$ cat src/sv/assert_macros.svh
// ---------------------------------------------------------------------------
// Assertion macros
// Shared shorthand for clocked implication checks with async reset disable.
// ---------------------------------------------------------------------------
`ifndef ASSERT_MACROS_SVH
`define ASSERT_MACROS_SVH

// Same-cycle implication: whenever ante holds, cons must hold too.
`define ASSERT_IMPL(lbl, clk, rstn, ante, cons) \
  lbl: assert property (@(posedge clk) disable iff (!(rstn)) (ante) |-> (cons)) \
    else $error("assertion failed: same-cycle implication");

// Next-cycle implication: whenever ante holds, cons must hold in the next cycle.
`define ASSERT_NEXT(lbl, clk, rstn, ante, cons) \
  lbl: assert property (@(posedge clk) disable iff (!(rstn)) (ante) |=> (cons)) \
    else $error("assertion failed: next-cycle implication");

`endif

$ cat src/sv/c39enc_pkg.sv
// ---------------------------------------------------------------------------
// c39enc_pkg
// Types, constants and lookup functions for the Code 39 encoder.
// ---------------------------------------------------------------------------
`default_nettype none

package c39enc_pkg;

  localparam int unsigned NUM_SYM   = 43;
  localparam int unsigned VAL_W     = 6;
  localparam int unsigned PAT_W     = 9;
  localparam logic [PAT_W-1:0] FRAME_PAT = 9'h094;

  // Segment codes: bit positions in a job's segment mask, emitted low to high.
  localparam int unsigned SEG_START = 0;
  localparam int unsigned SEG_CHAR  = 1;
  localparam int unsigned SEG_CHECK = 2;
  localparam int unsigned SEG_STOP  = 3;
  localparam int unsigned SEG_N     = 4;

  typedef struct packed {
    logic             invalid;
    logic [SEG_N-1:0] mask;
    logic [VAL_W-1:0] char_val;
    logic [VAL_W-1:0] chk_val;
  } job_t;

  typedef struct packed {
    logic             hit;
    logic [VAL_W-1:0] val;
  } lookup_t;

  // ASCII byte to Code 39 value, lower case folded to upper case.
  function automatic lookup_t char_lookup(input logic [7:0] ch);
    lookup_t    r;
    logic [7:0] d;
    r = '{hit: 1'b1, val: '0};
    d = '0;
    case (ch) inside
      [8'h30:8'h39]: d = ch - 8'd48;
      [8'h41:8'h5A]: d = ch - 8'd55;
      [8'h61:8'h7A]: d = ch - 8'd87;
      8'h2D:         d = 8'd36;
      8'h2E:         d = 8'd37;
      8'h20:         d = 8'd38;
      8'h24:         d = 8'd39;
      8'h2F:         d = 8'd40;
      8'h2B:         d = 8'd41;
      8'h25:         d = 8'd42;
      default:       r.hit = 1'b0;
    endcase
    r.val = d[VAL_W-1:0];
    return r;
  endfunction

  // Nine-element bar/space pattern, bit 8 first, 1 = wide.
  function automatic logic [PAT_W-1:0] sym_pattern(input logic [VAL_W-1:0] v);
    logic [PAT_W-1:0] p;
    case (v)
      6'd0:    p = 9'h034;
      6'd1:    p = 9'h121;
      6'd2:    p = 9'h061;
      6'd3:    p = 9'h160;
      6'd4:    p = 9'h031;
      6'd5:    p = 9'h130;
      6'd6:    p = 9'h070;
      6'd7:    p = 9'h025;
      6'd8:    p = 9'h124;
      6'd9:    p = 9'h064;
      6'd10:   p = 9'h109;
      6'd11:   p = 9'h049;
      6'd12:   p = 9'h148;
      6'd13:   p = 9'h019;
      6'd14:   p = 9'h118;
      6'd15:   p = 9'h058;
      6'd16:   p = 9'h00D;
      6'd17:   p = 9'h10C;
      6'd18:   p = 9'h04C;
      6'd19:   p = 9'h01C;
      6'd20:   p = 9'h103;
      6'd21:   p = 9'h043;
      6'd22:   p = 9'h142;
      6'd23:   p = 9'h013;
      6'd24:   p = 9'h112;
      6'd25:   p = 9'h052;
      6'd26:   p = 9'h007;
      6'd27:   p = 9'h106;
      6'd28:   p = 9'h046;
      6'd29:   p = 9'h016;
      6'd30:   p = 9'h181;
      6'd31:   p = 9'h0C1;
      6'd32:   p = 9'h1C0;
      6'd33:   p = 9'h091;
      6'd34:   p = 9'h190;
      6'd35:   p = 9'h0D0;
      6'd36:   p = 9'h085;
      6'd37:   p = 9'h184;
      6'd38:   p = 9'h0C4;
      6'd39:   p = 9'h0A8;
      6'd40:   p = 9'h0A2;
      6'd41:   p = 9'h08A;
      6'd42:   p = 9'h02A;
      default: p = '0;
    endcase
    return p;
  endfunction

endpackage

`default_nettype wire

$ cat src/sv/c39enc_front.sv
// ---------------------------------------------------------------------------
// c39enc_front
// Classifies message bytes, tracks message state and mod-43 sum, builds jobs.
// ---------------------------------------------------------------------------
`default_nettype none

module c39enc_front import c39enc_pkg::*; (
  input  wire logic       clk_i,
  input  wire logic       rst_ni,
  input  wire logic       cfg_we_i,
  input  wire logic       cfg_wdata_i,
  input  wire logic       in_valid_i,
  output logic            in_ready_o,
  input  wire logic [7:0] in_char_i,
  input  wire logic       in_eom_i,
  output logic            job_valid_o,
  input  wire logic       job_ready_i,
  output job_t            job_o
);

  logic             check_en_q;
  logic             in_msg_q, in_msg_d;
  logic [VAL_W-1:0] sum_q, sum_d;

  lookup_t          lk;
  logic [VAL_W-1:0] sum_base;
  logic [VAL_W:0]   sum_raw;
  logic [VAL_W-1:0] sum_new;
  logic             accept;

  assign lk       = char_lookup(in_char_i);
  assign sum_base = in_msg_q ? sum_q : '0;
  assign sum_raw  = {1'b0, sum_base} + {1'b0, lk.val};
  // both terms below 43, so one conditional subtract closes the modulus
  assign sum_new  = (sum_raw >= (VAL_W+1)'(NUM_SYM))
                    ? sum_raw[VAL_W-1:0] - VAL_W'(NUM_SYM)
                    : sum_raw[VAL_W-1:0];

  assign in_ready_o  = job_ready_i;
  assign job_valid_o = in_valid_i;
  assign accept      = in_valid_i && job_ready_i;

  always_comb begin
    job_o                 = '0;
    job_o.invalid         = !lk.hit;
    job_o.char_val        = lk.val;
    job_o.chk_val         = sum_new;
    job_o.mask[SEG_CHAR]  = 1'b1;
    job_o.mask[SEG_START] = lk.hit && !in_msg_q;
    job_o.mask[SEG_CHECK] = lk.hit && in_eom_i && check_en_q;
    job_o.mask[SEG_STOP]  = lk.hit && in_eom_i;
  end

  always_comb begin
    in_msg_d = in_msg_q;
    sum_d    = sum_q;
    if (accept) begin
      if (!lk.hit || in_eom_i) begin
        in_msg_d = 1'b0;
        sum_d    = '0;
      end else begin
        in_msg_d = 1'b1;
        sum_d    = sum_new;
      end
    end
  end

  always_ff @(posedge clk_i or negedge rst_ni) begin
    if (!rst_ni) begin
      check_en_q <= 1'b0;
      in_msg_q   <= 1'b0;
      sum_q      <= '0;
    end else begin
      if (cfg_we_i) begin
        check_en_q <= cfg_wdata_i;
      end
      in_msg_q <= in_msg_d;
      sum_q    <= sum_d;
    end
  end

endmodule

`default_nettype wire

$ cat src/sv/c39enc_fifo.sv
// ---------------------------------------------------------------------------
// c39enc_fifo
// Short job queue between front and back; head is read combinationally.
// ---------------------------------------------------------------------------
`default_nettype none

module c39enc_fifo import c39enc_pkg::*; #(
  parameter int unsigned DEPTH = 2  // >= 2
) (
  input  wire logic clk_i,
  input  wire logic rst_ni,
  input  wire logic push_i,
  output logic      ready_o,
  input  job_t      data_i,
  output logic      valid_o,
  input  wire logic pop_i,
  output job_t      data_o
);

  localparam int unsigned PTR_W = $clog2(DEPTH);
  localparam int unsigned CNT_W = $clog2(DEPTH + 1);

  job_t             mem_q [DEPTH];
  logic [PTR_W-1:0] wr_ptr_q, rd_ptr_q;
  logic [CNT_W-1:0] cnt_q;
  logic             do_push, do_pop;

  assign ready_o = (cnt_q != CNT_W'(DEPTH));
  assign valid_o = (cnt_q != '0);
  assign data_o  = mem_q[rd_ptr_q];
  assign do_push = push_i && ready_o;
  assign do_pop  = pop_i && valid_o;

  function automatic logic [PTR_W-1:0] ptr_inc(input logic [PTR_W-1:0] p);
    return (p == PTR_W'(DEPTH - 1)) ? '0 : p + 1'b1;
  endfunction

  always_ff @(posedge clk_i or negedge rst_ni) begin
    if (!rst_ni) begin
      wr_ptr_q <= '0;
      rd_ptr_q <= '0;
      cnt_q    <= '0;
    end else begin
      if (do_push) begin
        wr_ptr_q <= ptr_inc(wr_ptr_q);
      end
      if (do_pop) begin
        rd_ptr_q <= ptr_inc(rd_ptr_q);
      end
      if (do_push && !do_pop) begin
        cnt_q <= cnt_q + 1'b1;
      end else if (!do_push && do_pop) begin
        cnt_q <= cnt_q - 1'b1;
      end
    end
  end

  always_ff @(posedge clk_i) begin
    if (do_push) begin
      mem_q[wr_ptr_q] <= data_i;
    end
  end

endmodule

`default_nettype wire

$ cat src/sv/c39enc_back.sv
// ---------------------------------------------------------------------------
// c39enc_back
// Expands each job into its symbol words, one per cycle unless the output stalls, into an output reg.
// ---------------------------------------------------------------------------
`default_nettype none

module c39enc_back import c39enc_pkg::*; (
  input  wire logic        clk_i,
  input  wire logic        rst_ni,
  input  wire logic        job_valid_i,
  output logic             job_pop_o,
  input  job_t             job_i,
  output logic             out_valid_o,
  input  wire logic        out_ready_i,
  output logic [PAT_W-1:0] out_pattern_o,
  output logic             out_gap_o,
  output logic             out_invalid_o,
  output logic             out_last_o
);

  job_t             cur_q, cur_d;
  logic             cur_valid_q;
  logic             out_valid_q;
  logic [PAT_W-1:0] out_pat_q;
  logic             out_gap_q, out_inv_q, out_last_q;

  job_t             sel;
  logic             sel_valid;
  logic [SEG_N-1:0] low, rem;
  logic             advance, fire;
  logic [PAT_W-1:0] pat;

  // current job has priority; otherwise work straight from the queue head
  assign sel       = cur_valid_q ? cur_q : job_i;
  assign sel_valid = cur_valid_q || job_valid_i;
  assign low       = sel.mask & (~sel.mask + 1'b1);
  assign rem       = sel.mask & ~low;
  assign advance   = !out_valid_q || out_ready_i;
  assign fire      = advance && sel_valid;
  assign job_pop_o = fire && !cur_valid_q;

  // job minus the segment being emitted now
  always_comb begin
    cur_d      = sel;
    cur_d.mask = rem;
  end

  always_comb begin
    if (low[SEG_START] || low[SEG_STOP]) begin
      pat = FRAME_PAT;
    end else if (low[SEG_CHECK]) begin
      pat = sym_pattern(sel.chk_val);
    end else if (sel.invalid) begin
      pat = '0;
    end else begin
      pat = sym_pattern(sel.char_val);
    end
  end

  always_ff @(posedge clk_i or negedge rst_ni) begin
    if (!rst_ni) begin
      out_valid_q <= 1'b0;
      cur_valid_q <= 1'b0;
    end else begin
      if (advance) begin
        out_valid_q <= sel_valid;
      end
      if (fire) begin
        cur_valid_q <= (rem != '0);
      end
    end
  end

  always_ff @(posedge clk_i) begin
    if (fire) begin
      out_pat_q  <= pat;
      out_gap_q  <= !low[SEG_STOP] && !sel.invalid;
      out_inv_q  <= sel.invalid;
      out_last_q <= (rem == '0);
      cur_q      <= cur_d;
    end
  end

  assign out_valid_o   = out_valid_q;
  assign out_pattern_o = out_pat_q;
  assign out_gap_o     = out_gap_q;
  assign out_invalid_o = out_inv_q;
  assign out_last_o    = out_last_q;

endmodule

`default_nettype wire

$ cat src/sv/code39_symbol_encoder_unit.sv
// ---------------------------------------------------------------------------
// code39_symbol_encoder_unit
// Code 39 encoder: message bytes in, bar/space symbol words out, mod-43 check.
// ---------------------------------------------------------------------------
//  channel   dir  handshake          payload
//  s_axis    in   tvalid / tready    tdata[7:0] character, tlast end of message
//  m_axis    out  tvalid / tready    tdata[8:0] pattern, [9] gap_after;
//                                    tuser invalid; tlast last word of item
//  cfg       in   cfg_we_i           cfg_wdata_i check_enable
//
//  The front end takes one byte per cycle whenever the job queue has room.
//  Each byte yields 1 to 4 words (start, character, check, stop); the back end
//  emits one word per cycle from its output register unless m_axis stalls.
//  Reset clears message state, check_enable, queue and output valid.
//  Output stalls back up through the queue to s_axis_tready_o.
// ---------------------------------------------------------------------------
`default_nettype none

`include "assert_macros.svh"

module code39_symbol_encoder_unit import c39enc_pkg::*; #(
  parameter int unsigned FIFO_DEPTH = 2  // job queue entries, >= 2
) (
  input  wire logic        clk_i,
  input  wire logic        rst_ni,
  input  wire logic        cfg_we_i,
  input  wire logic        cfg_wdata_i,      // [0] check_enable
  input  wire logic        s_axis_tvalid_i,
  output logic             s_axis_tready_o,
  input  wire logic [7:0]  s_axis_tdata_i,   // [7:0] character
  input  wire logic        s_axis_tlast_i,   // end_of_message
  output logic             m_axis_tvalid_o,
  input  wire logic        m_axis_tready_i,
  output logic [15:0]      m_axis_tdata_o,   // [8:0] pattern, [9] gap_after
  output logic             m_axis_tuser_o,   // [0] invalid
  output logic             m_axis_tlast_o    // last_of_run
);

  logic             job_push, job_ready;
  job_t             job_in;
  logic             head_valid, head_pop;
  job_t             head;
  logic [PAT_W-1:0] pattern;
  logic             gap_after;

  c39enc_front u_front (
    .clk_i       (clk_i),
    .rst_ni      (rst_ni),
    .cfg_we_i    (cfg_we_i),
    .cfg_wdata_i (cfg_wdata_i),
    .in_valid_i  (s_axis_tvalid_i),
    .in_ready_o  (s_axis_tready_o),
    .in_char_i   (s_axis_tdata_i),
    .in_eom_i    (s_axis_tlast_i),
    .job_valid_o (job_push),
    .job_ready_i (job_ready),
    .job_o       (job_in)
  );

  c39enc_fifo #(
    .DEPTH (FIFO_DEPTH)
  ) u_fifo (
    .clk_i   (clk_i),
    .rst_ni  (rst_ni),
    .push_i  (job_push),
    .ready_o (job_ready),
    .data_i  (job_in),
    .valid_o (head_valid),
    .pop_i   (head_pop),
    .data_o  (head)
  );

  c39enc_back u_back (
    .clk_i         (clk_i),
    .rst_ni        (rst_ni),
    .job_valid_i   (head_valid),
    .job_pop_o     (head_pop),
    .job_i         (head),
    .out_valid_o   (m_axis_tvalid_o),
    .out_ready_i   (m_axis_tready_i),
    .out_pattern_o (pattern),
    .out_gap_o     (gap_after),
    .out_invalid_o (m_axis_tuser_o),
    .out_last_o    (m_axis_tlast_o)
  );

  assign m_axis_tdata_o = {6'b0, gap_after, pattern};

  // An invalid word is alone in its run: blank pattern, no gap, last.
  `ASSERT_IMPL(a_invalid_word, clk_i, rst_ni,
               m_axis_tvalid_o && m_axis_tuser_o,
               m_axis_tlast_o && (m_axis_tdata_o == 16'h0000))
  // Missing gap on a valid word only happens on the stop frame, which ends a run.
  `ASSERT_IMPL(a_stop_frame, clk_i, rst_ni,
               m_axis_tvalid_o && !m_axis_tuser_o && !m_axis_tdata_o[9],
               m_axis_tlast_o && (m_axis_tdata_o[8:0] == FRAME_PAT))
  // Invalid jobs carry only the character segment.
  `ASSERT_IMPL(a_invalid_job, clk_i, rst_ni,
               job_push && job_ready && job_in.invalid,
               job_in.mask == SEG_N'(1 << SEG_CHAR))

endmodule

`default_nettype wire
$ cat config.mk
export PLATFORM = sky130hd
export DESIGN_NAME = code39_symbol_encoder_unit
export DESIGN_NICKNAME = d
export VERILOG_FILES = /design/src/sv/c39enc_pkg.sv /design/src/sv/c39enc_front.sv /design/src/sv/c39enc_fifo.sv /design/src/sv/c39enc_back.sv /design/src/sv/code39_symbol_encoder_unit.sv
export VERILOG_INCLUDE_DIRS = /design/src /design/src/sv
export SDC_FILE = /design/constraint.sdc
export NUM_CORES = 1
export LEC_CHECK = 0
export ABC_CLOCK_PERIOD_IN_PS = 4100
export BUFFER_PORTS_ARGS = -buffer_cell sky130_fd_sc_hd__buf_2
export CORE_UTILIZATION = 56
export CTS_BUF_LIST = sky130_fd_sc_hd__clkbuf_8
export CTS_CLUSTER_SIZE = 25
export DETAILED_ROUTE_END_ITERATION = 7
export PLACE_DENSITY_LB_ADDON = 0.15
export SLEW_MARGIN = 20
export SYNTH_ARGS = -nofsm -noshare
export SYNTH_HDL_FRONTEND = slang
export SYNTH_HIERARCHICAL = 1
export SYNTH_SLANG_ARGS = --single-unit
$ cat constraint.sdc
create_clock -name clk_i -period 4.1 [get_ports clk_i]
set_input_delay 0.41 -clock clk_i [delete_from_list [all_inputs] [get_ports clk_i]]
set_output_delay 0.41 -clock clk_i [all_outputs]
set_load 0.005 [all_outputs]
; After elaboration in Yosys (flattened, before gate mapping)
; Memories as Yosys holds them, arrays and structs flattened.
; Index checks and enable logic that the tools add are counted.
[classes]
add_sub_neg = 10
n_mul = 0
n_div = 0
magnitude_cmp = 7
n_eq_ne = 8
n_shift = 0
muxes = 33
bitwise_logic = 4
reduce_logical = 29
[op_table]
columns = op, n
row1 = two-way mux 6 bit, 13
row2 = "== test 8 x 6 -> 1 bit, second input constant", 7
row3 = two-way mux 9 bit, 2
row4 = "subtractor 6 bit, second input constant", 3
row5 = two-way mux 17 bit, 1
row6 = "greater-or-equal comparator 8 x 7 -> 1 bit, second input constant", 2
row7 = "<= comparator 8 x 7 -> 1 bit, second input constant", 2
row8 = two-way mux 1 bit, 15
row9 = logical AND 1 bit, 13
row10 = bitwise AND 4 bit, 2
row11 = "greater-or-equal comparator 8 x 6 -> 1 bit, second input constant", 1
row12 = "<= comparator 8 x 6 -> 1 bit, second input constant", 1
row13 = zero test 1 bit, 8
row14 = inverter 4 bit, 2
row15 = adder 6 x 6 -> 7 bit, 1
row16 = "greater-or-equal comparator 7 x 6 -> 1 bit, second input constant", 1
row17 = "subtractor 6 x 5 -> 6 bit, second input constant", 1
row18 = "adder 4 x 1 -> 4 bit, second input constant", 1
row19 = zero test 4 bit, 1
row20 = logical OR 1 bit, 4
row21 = two-way mux 2 bit, 2
row22 = nonzero test 2 bit, 2
row23 = nonzero test 4 bit, 1
row24 = "adder 1 bit, second input constant", 2
row25 = 3 further kinds, 3
[word_totals]
regBits = 42
latch_bits = 0
ramBits = 32
romBits = 1152
inputBits = 15
out_inout_bits = 20
word_cells = 109
mem_count = 3
[mem_list]
columns = name, depth, word_bits, read_ports, rd_clocked_by_memory_dff, write_ports, line_no
row1 = (name not given), 64, 9, 1, 0, 0, c39enc_pkg.sv:59  ; case (v)
row2 = (name not given), 64, 9, 1, 0, 0, c39enc_pkg.sv:59
row3 = u_fifo.mem_q, 2, 16, 1, 0, 1, c39enc_fifo.sv:23  ; job_t mem_q [DEPTH];

; Depth between registers and ports, before layout
[depth]
ltp_word = 15
ltp_mapped = 16
depth_no_buf = 16

; Cells and area by module
; Netlist, hierarchy kept.
[by_module_without_submodules]
columns = module, n_inst, cells_per_inst, area_per_inst_um2, seq_area_each_um2
row1 = c39enc_back, 1, 273, 2608.8, 860.8
row2 = c39enc_fifo, 1, 71, 1473.9, 1121.1
row3 = c39enc_front, 1, 165, 1333.8, 200.2
row4 = code39_symbol_encoder_unit, 1, 8, 56.3, 0.0

; Least setup slack after synthesis
; Ideal clock, no wire load.
[synth_path]
path_kind = input port to flip-flop
from = in s_axis_tdata_i[0]
to = reg u_front.sum_q[1]
setup_ns = 0.121
arrival_ns = 4.198
t_required_ns = 3.979
path_slack_ns = -0.219
path_stages = 16
path_buffers = 0
cell_sequence = inv_1 -> ha_1 -> nor4b_1 -> a211oi_1 -> o21ai_0 -> nand2_1 -> a221oi_1 -> a21oi_1 -> ha_1 -> fa_1 -> ha_1 -> a211oi_1 -> o32ai_2 -> a211oi_4 -> mux2_2 -> a22o_1
[synth_lines]
columns = item, line_no
row1 = "start, declared", code39_symbol_encoder_unit.sv:30  ; input wire logic [7:0] s_axis_tdata_i,
row2 = "end signal, assigned", c39enc_front.sv:78  ; sum_q <= sum_d;
row3 = "end, declared", c39enc_front.sv:23  ; logic [VAL_W-1:0] sum_q, sum_d;

==> impl_results.md <==
- Status: completed
- Number of synthesized flops with an enable pin: 61
- CP Launch Type: input pin
- Crit-path max FO: 6
- Max_cap viols: 0
- Clk sinks: between 70 and 80
- Share of Yosys cell area claimed by the top area cell type: roughly a third
- Nets: 611
- Clock buffer depth: 2
- Worst slew margin: between 30% and 40%
- Antenna cells: 0
- Final Power: a little under 5 mW
- Vias/cell: 6.06
- Lkg Pwr: 2.45 nW
- Switching power: 2.23 mW
- Least-Margin Pin Slew: about 1 ns
- Largest net degree at the start of global routing: 28
- CP Class: in2reg
- Crit end category: flop
- Die Span X: 101 um
- Switching Share: a little under half
- Met1 wire length: 5.10 mm
- Area Growth Syn to Fin: 9.99%
- Routed length on met2: 5.61 mm
- Fillcell total: around 760
- H-tree depth: 3
- Routed Wire Length: 11.5 mm
- Syn. warnings: 6
- Vias in the first global route: 3,844
- Cells after synthesis: 517
- Post-Syn Area: 5470 um^2
- Drt first pass iters: 5
- Avg Inst Size Synth: 10.6 um^2
- Drt drc: 0
- Root buffer cell: clkbuf_8
- CTS tree: yes
- Global-route wire length before repair: 18.7 mm
- Post-route ant nets: 0
- P_int: 2.59 mW
- Synth area leader: edfxtp_1
- Clk Latency, worst-skew pair: 0.35 ns
- Ys async rst share: 18.7%
- Final Hold Vio Count: 0
- Pwr Density: 800 nW/um^2
- FP Rows: 35
- Fin util: 64.2%
- Unique masters post-synth: 85
- RSZ-0062 raised after global routing: false
- Worst Hold Class: in2reg
- Cts bufs inserted: 9
- Chip height: 101 um
- Setup TNS: 0 ns
- Final setup fails: 0
- Drt initial violations: 243
- Met3 wire len: 544 um
- Flop pwr share: 28.8%
- Top_reg_cell synth: edfxtp_1
- I/O pins: 35
- Total grt overflow: 0
- Seq/Total Area, Yosys: 39.9%
- Layout cells sized above 1: 22.8%
- DP HPWL: 8.40 mm
- Crit path time final: 3.85 ns
- Crit path DAT: 4.09 ns
- Final Cycle Share: 94.0%
- Tot GR Track Use: 23.7%
- Initial core utilization: between 50% and 60%
- Top cells by area, synth: edfxtp_1 (33%), ha_1 (7.5%), dfrtp_1 (6.4%)
- Clock power share: 11.4%
- Setup Skew: 0.0118 ns
- Antenna violations before repair: 0
- CP required: 4.34 ns
- PortBufs: 28
- Die footprint: 10,200 um^2
- FMAX: 260 MHz
- Core area: 9370 um^2
- Combinational cell fraction of total power: 59.8%
- DR vias: 4,220
- Pins Over Slew Limit: 0
- Maximum vdd drop: between 300 and 400 uV
- Clk slew on worst S/H paths: 0.09 ns
- Seq cells post-synth: 75
- Gp weighted congestion: just over 0.9
- DR top layer: met4
- Wire per inst: 16.6 um
worst paths after layout:
check,cells past startpoint,start,endpoint,slack [ns]
setup / recovery,17,s_axis_tdata_i[1],u_front/sum_q[1],0.25
hold / removal,2,cfg_wdata_i,u_front/check_en_q,0.28
setup reg to reg,7,u_fifo/rd_ptr_q,u_back/out_pattern_o[4],0.78
hold reg to reg,1,u_fifo/cnt_q[1],u_fifo/cnt_q[1],0.48
max in group asynchronous,2,rst_ni,u_back/cur_valid_q,3.33
min in group asynchronous,2,rst_ni,u_back/out_valid_o,0.49
worst max-delay path, cell delays in order:
cell and delay [ns]:
buf_2 0.09, inv_1 0.06, ha_1 0.24, nor4b_2 0.28
o21ai_0 0.15, nand2_1 0.11, nand2_1 0.08, a221oi_1 0.29
a21oi_1 0.11, ha_1 0.24, fa_1 0.47, ha_1 0.24
a211oi_1 0.24, o32ai_2 0.16, a211oi_4 0.33, mux2_2 0.40
a22o_1 0.20
power by group through the flow:
stage | Sequential [mW] | Clock (mW) | Combinational [mW]
floorplan | 1.34 | 0 | 2.30
global placement | 1.39 | 0 | 2.77
detailed placement | 1.41 | 0 | 2.82
CTS | 1.39 | 0.559 | 2.84
global route | 1.42 | 0.589 | 3.15
finish | 1.39 | 0.550 | 2.88
stage by stage:
stage / area [um^2] / hold WS (ns) / setup WS (ns) / cells
global placement: 5820 / 0.330 / 0.0167 / 679
finish: 6020 / 0.283 / 0.248 / 696
CTS: 6020 / 0.267 / 0.266 / 696
detailed placement: 5820 / 0.329 / -0.0990 / 679
global route: 6020 / 0.268 / 0.0208 / 696
floorplan: 5500 / 0.114 / 0.0302 / 522
routing by layer:
layer  vias up  global-route usage, %
li1       2033                      -
met4         0                   8.70
met2       141                   39.2
met5         -                      0
met1      2023                   31.4
met3        23                   3.88
state kept, by name (all words and copies together), names as in the netlist, 2 cells and up:
signal and flops:
u_fifo/mem_q 34, u_back/cur_q 15, u_back/out_pattern_o 9, u_front/sum_q 6
u_fifo/cnt_q 2
layout by cell type (no fill, tap or decap), types with 5 or more instances in the layout:
| master | count |
|---|---|
| a31oi_1 | 5 |
| nand4_1 | 6 |
| inv_1 | 16 |
| dfrtp_1 | 13 |
| o21ai_0 | 20 |
| xnor2_1 | 7 |
| ha_1 | 33 |
| mux2_2 | 14 |
| and2_1 | 9 |
| edfxtp_1 | 61 |
| nand3_1 | 21 |
| mux2i_1 | 19 |
| nand2b_1 | 8 |
| conb_1 | 7 |
| buf_4 | 31 |
| o211ai_1 | 6 |
| inv_2 | 8 |
| xor2_1 | 7 |
| a21oi_1 | 31 |
| nand2_1 | 37 |
| nor2_1 | 33 |
| a211oi_1 | 6 |
| buf_2 | 28 |
| clkbuf_8 | 9 |
| mux2_4 | 10 |
| nor3_1 | 9 |
synth_stat cells, types with 3 or more instances:
library cell and count:
a32oi_1 3, nor3b_1 4, o22ai_1 4, mux2i_4 4
a21o_1 4, and2_1 9, nand2_1 37, a221oi_1 3
mux2_4 10, nor4_1 3, nand3_1 21, o211ai_1 6
buf_2 8, a21oi_1 31, inv_1 17, nand2b_1 8
nor2_1 33, xor2_1 7, mux2_2 14, mux2i_1 19
o2111ai_1 4, edfxtp_1 61, ha_1 33, a31oi_1 5
buf_6 4, nand4_1 6, a211oi_1 6, nor2b_1 4
buf_4 10, mux2i_2 4, o32ai_1 3, a2111oi_0 3
xnor2_1 7, dfrtp_1 14, clkbuf_1 6, inv_2 8
o21a_1 3, nor3_1 9, a22o_1 3, a311oi_1 3
o21ai_0 21
kinds of logic (layout without fill, tap and decap cells):
family          count (synthesis)  in the layout  share of synthesized area [%]
mux                            51             51                           11.8
flops                          75             75                           39.9
buf+inv                        56            101                           5.76
other cells                     2              7                          0.137
xor+xnor                       15             15                           2.54
compound gates                133            133                           17.8
fa+ha+maj                      34             34                           7.91
simple gates                  151            151                           14.3
cell type report:
| cell class | instances | area [um^2] | area share [%] |
|---|---|---|---|
| timing repair buffer | 60 | 383 | 6.36 |
| inverter | 25 | 93.8 | 1.56 |
| clock inverter | 7 | 70.1 | 1.16 |
| clock buffer | 9 | 124 | 2.06 |
| tap | 129 | 161 | 2.68 |
| multi-input combinational | 391 | 3000 | 49.9 |
| sequential | 75 | 2180 | 36.3 |
timing repair:
action | 4_1_cts | 5_1_grt
setup buffers | 0 | 0
hold buffers | 1 | 0
hold endpoints to repair | 14 | 0
resized for setup | 0 | 0
No activity file was read; power rests on OpenSTA's default activity.
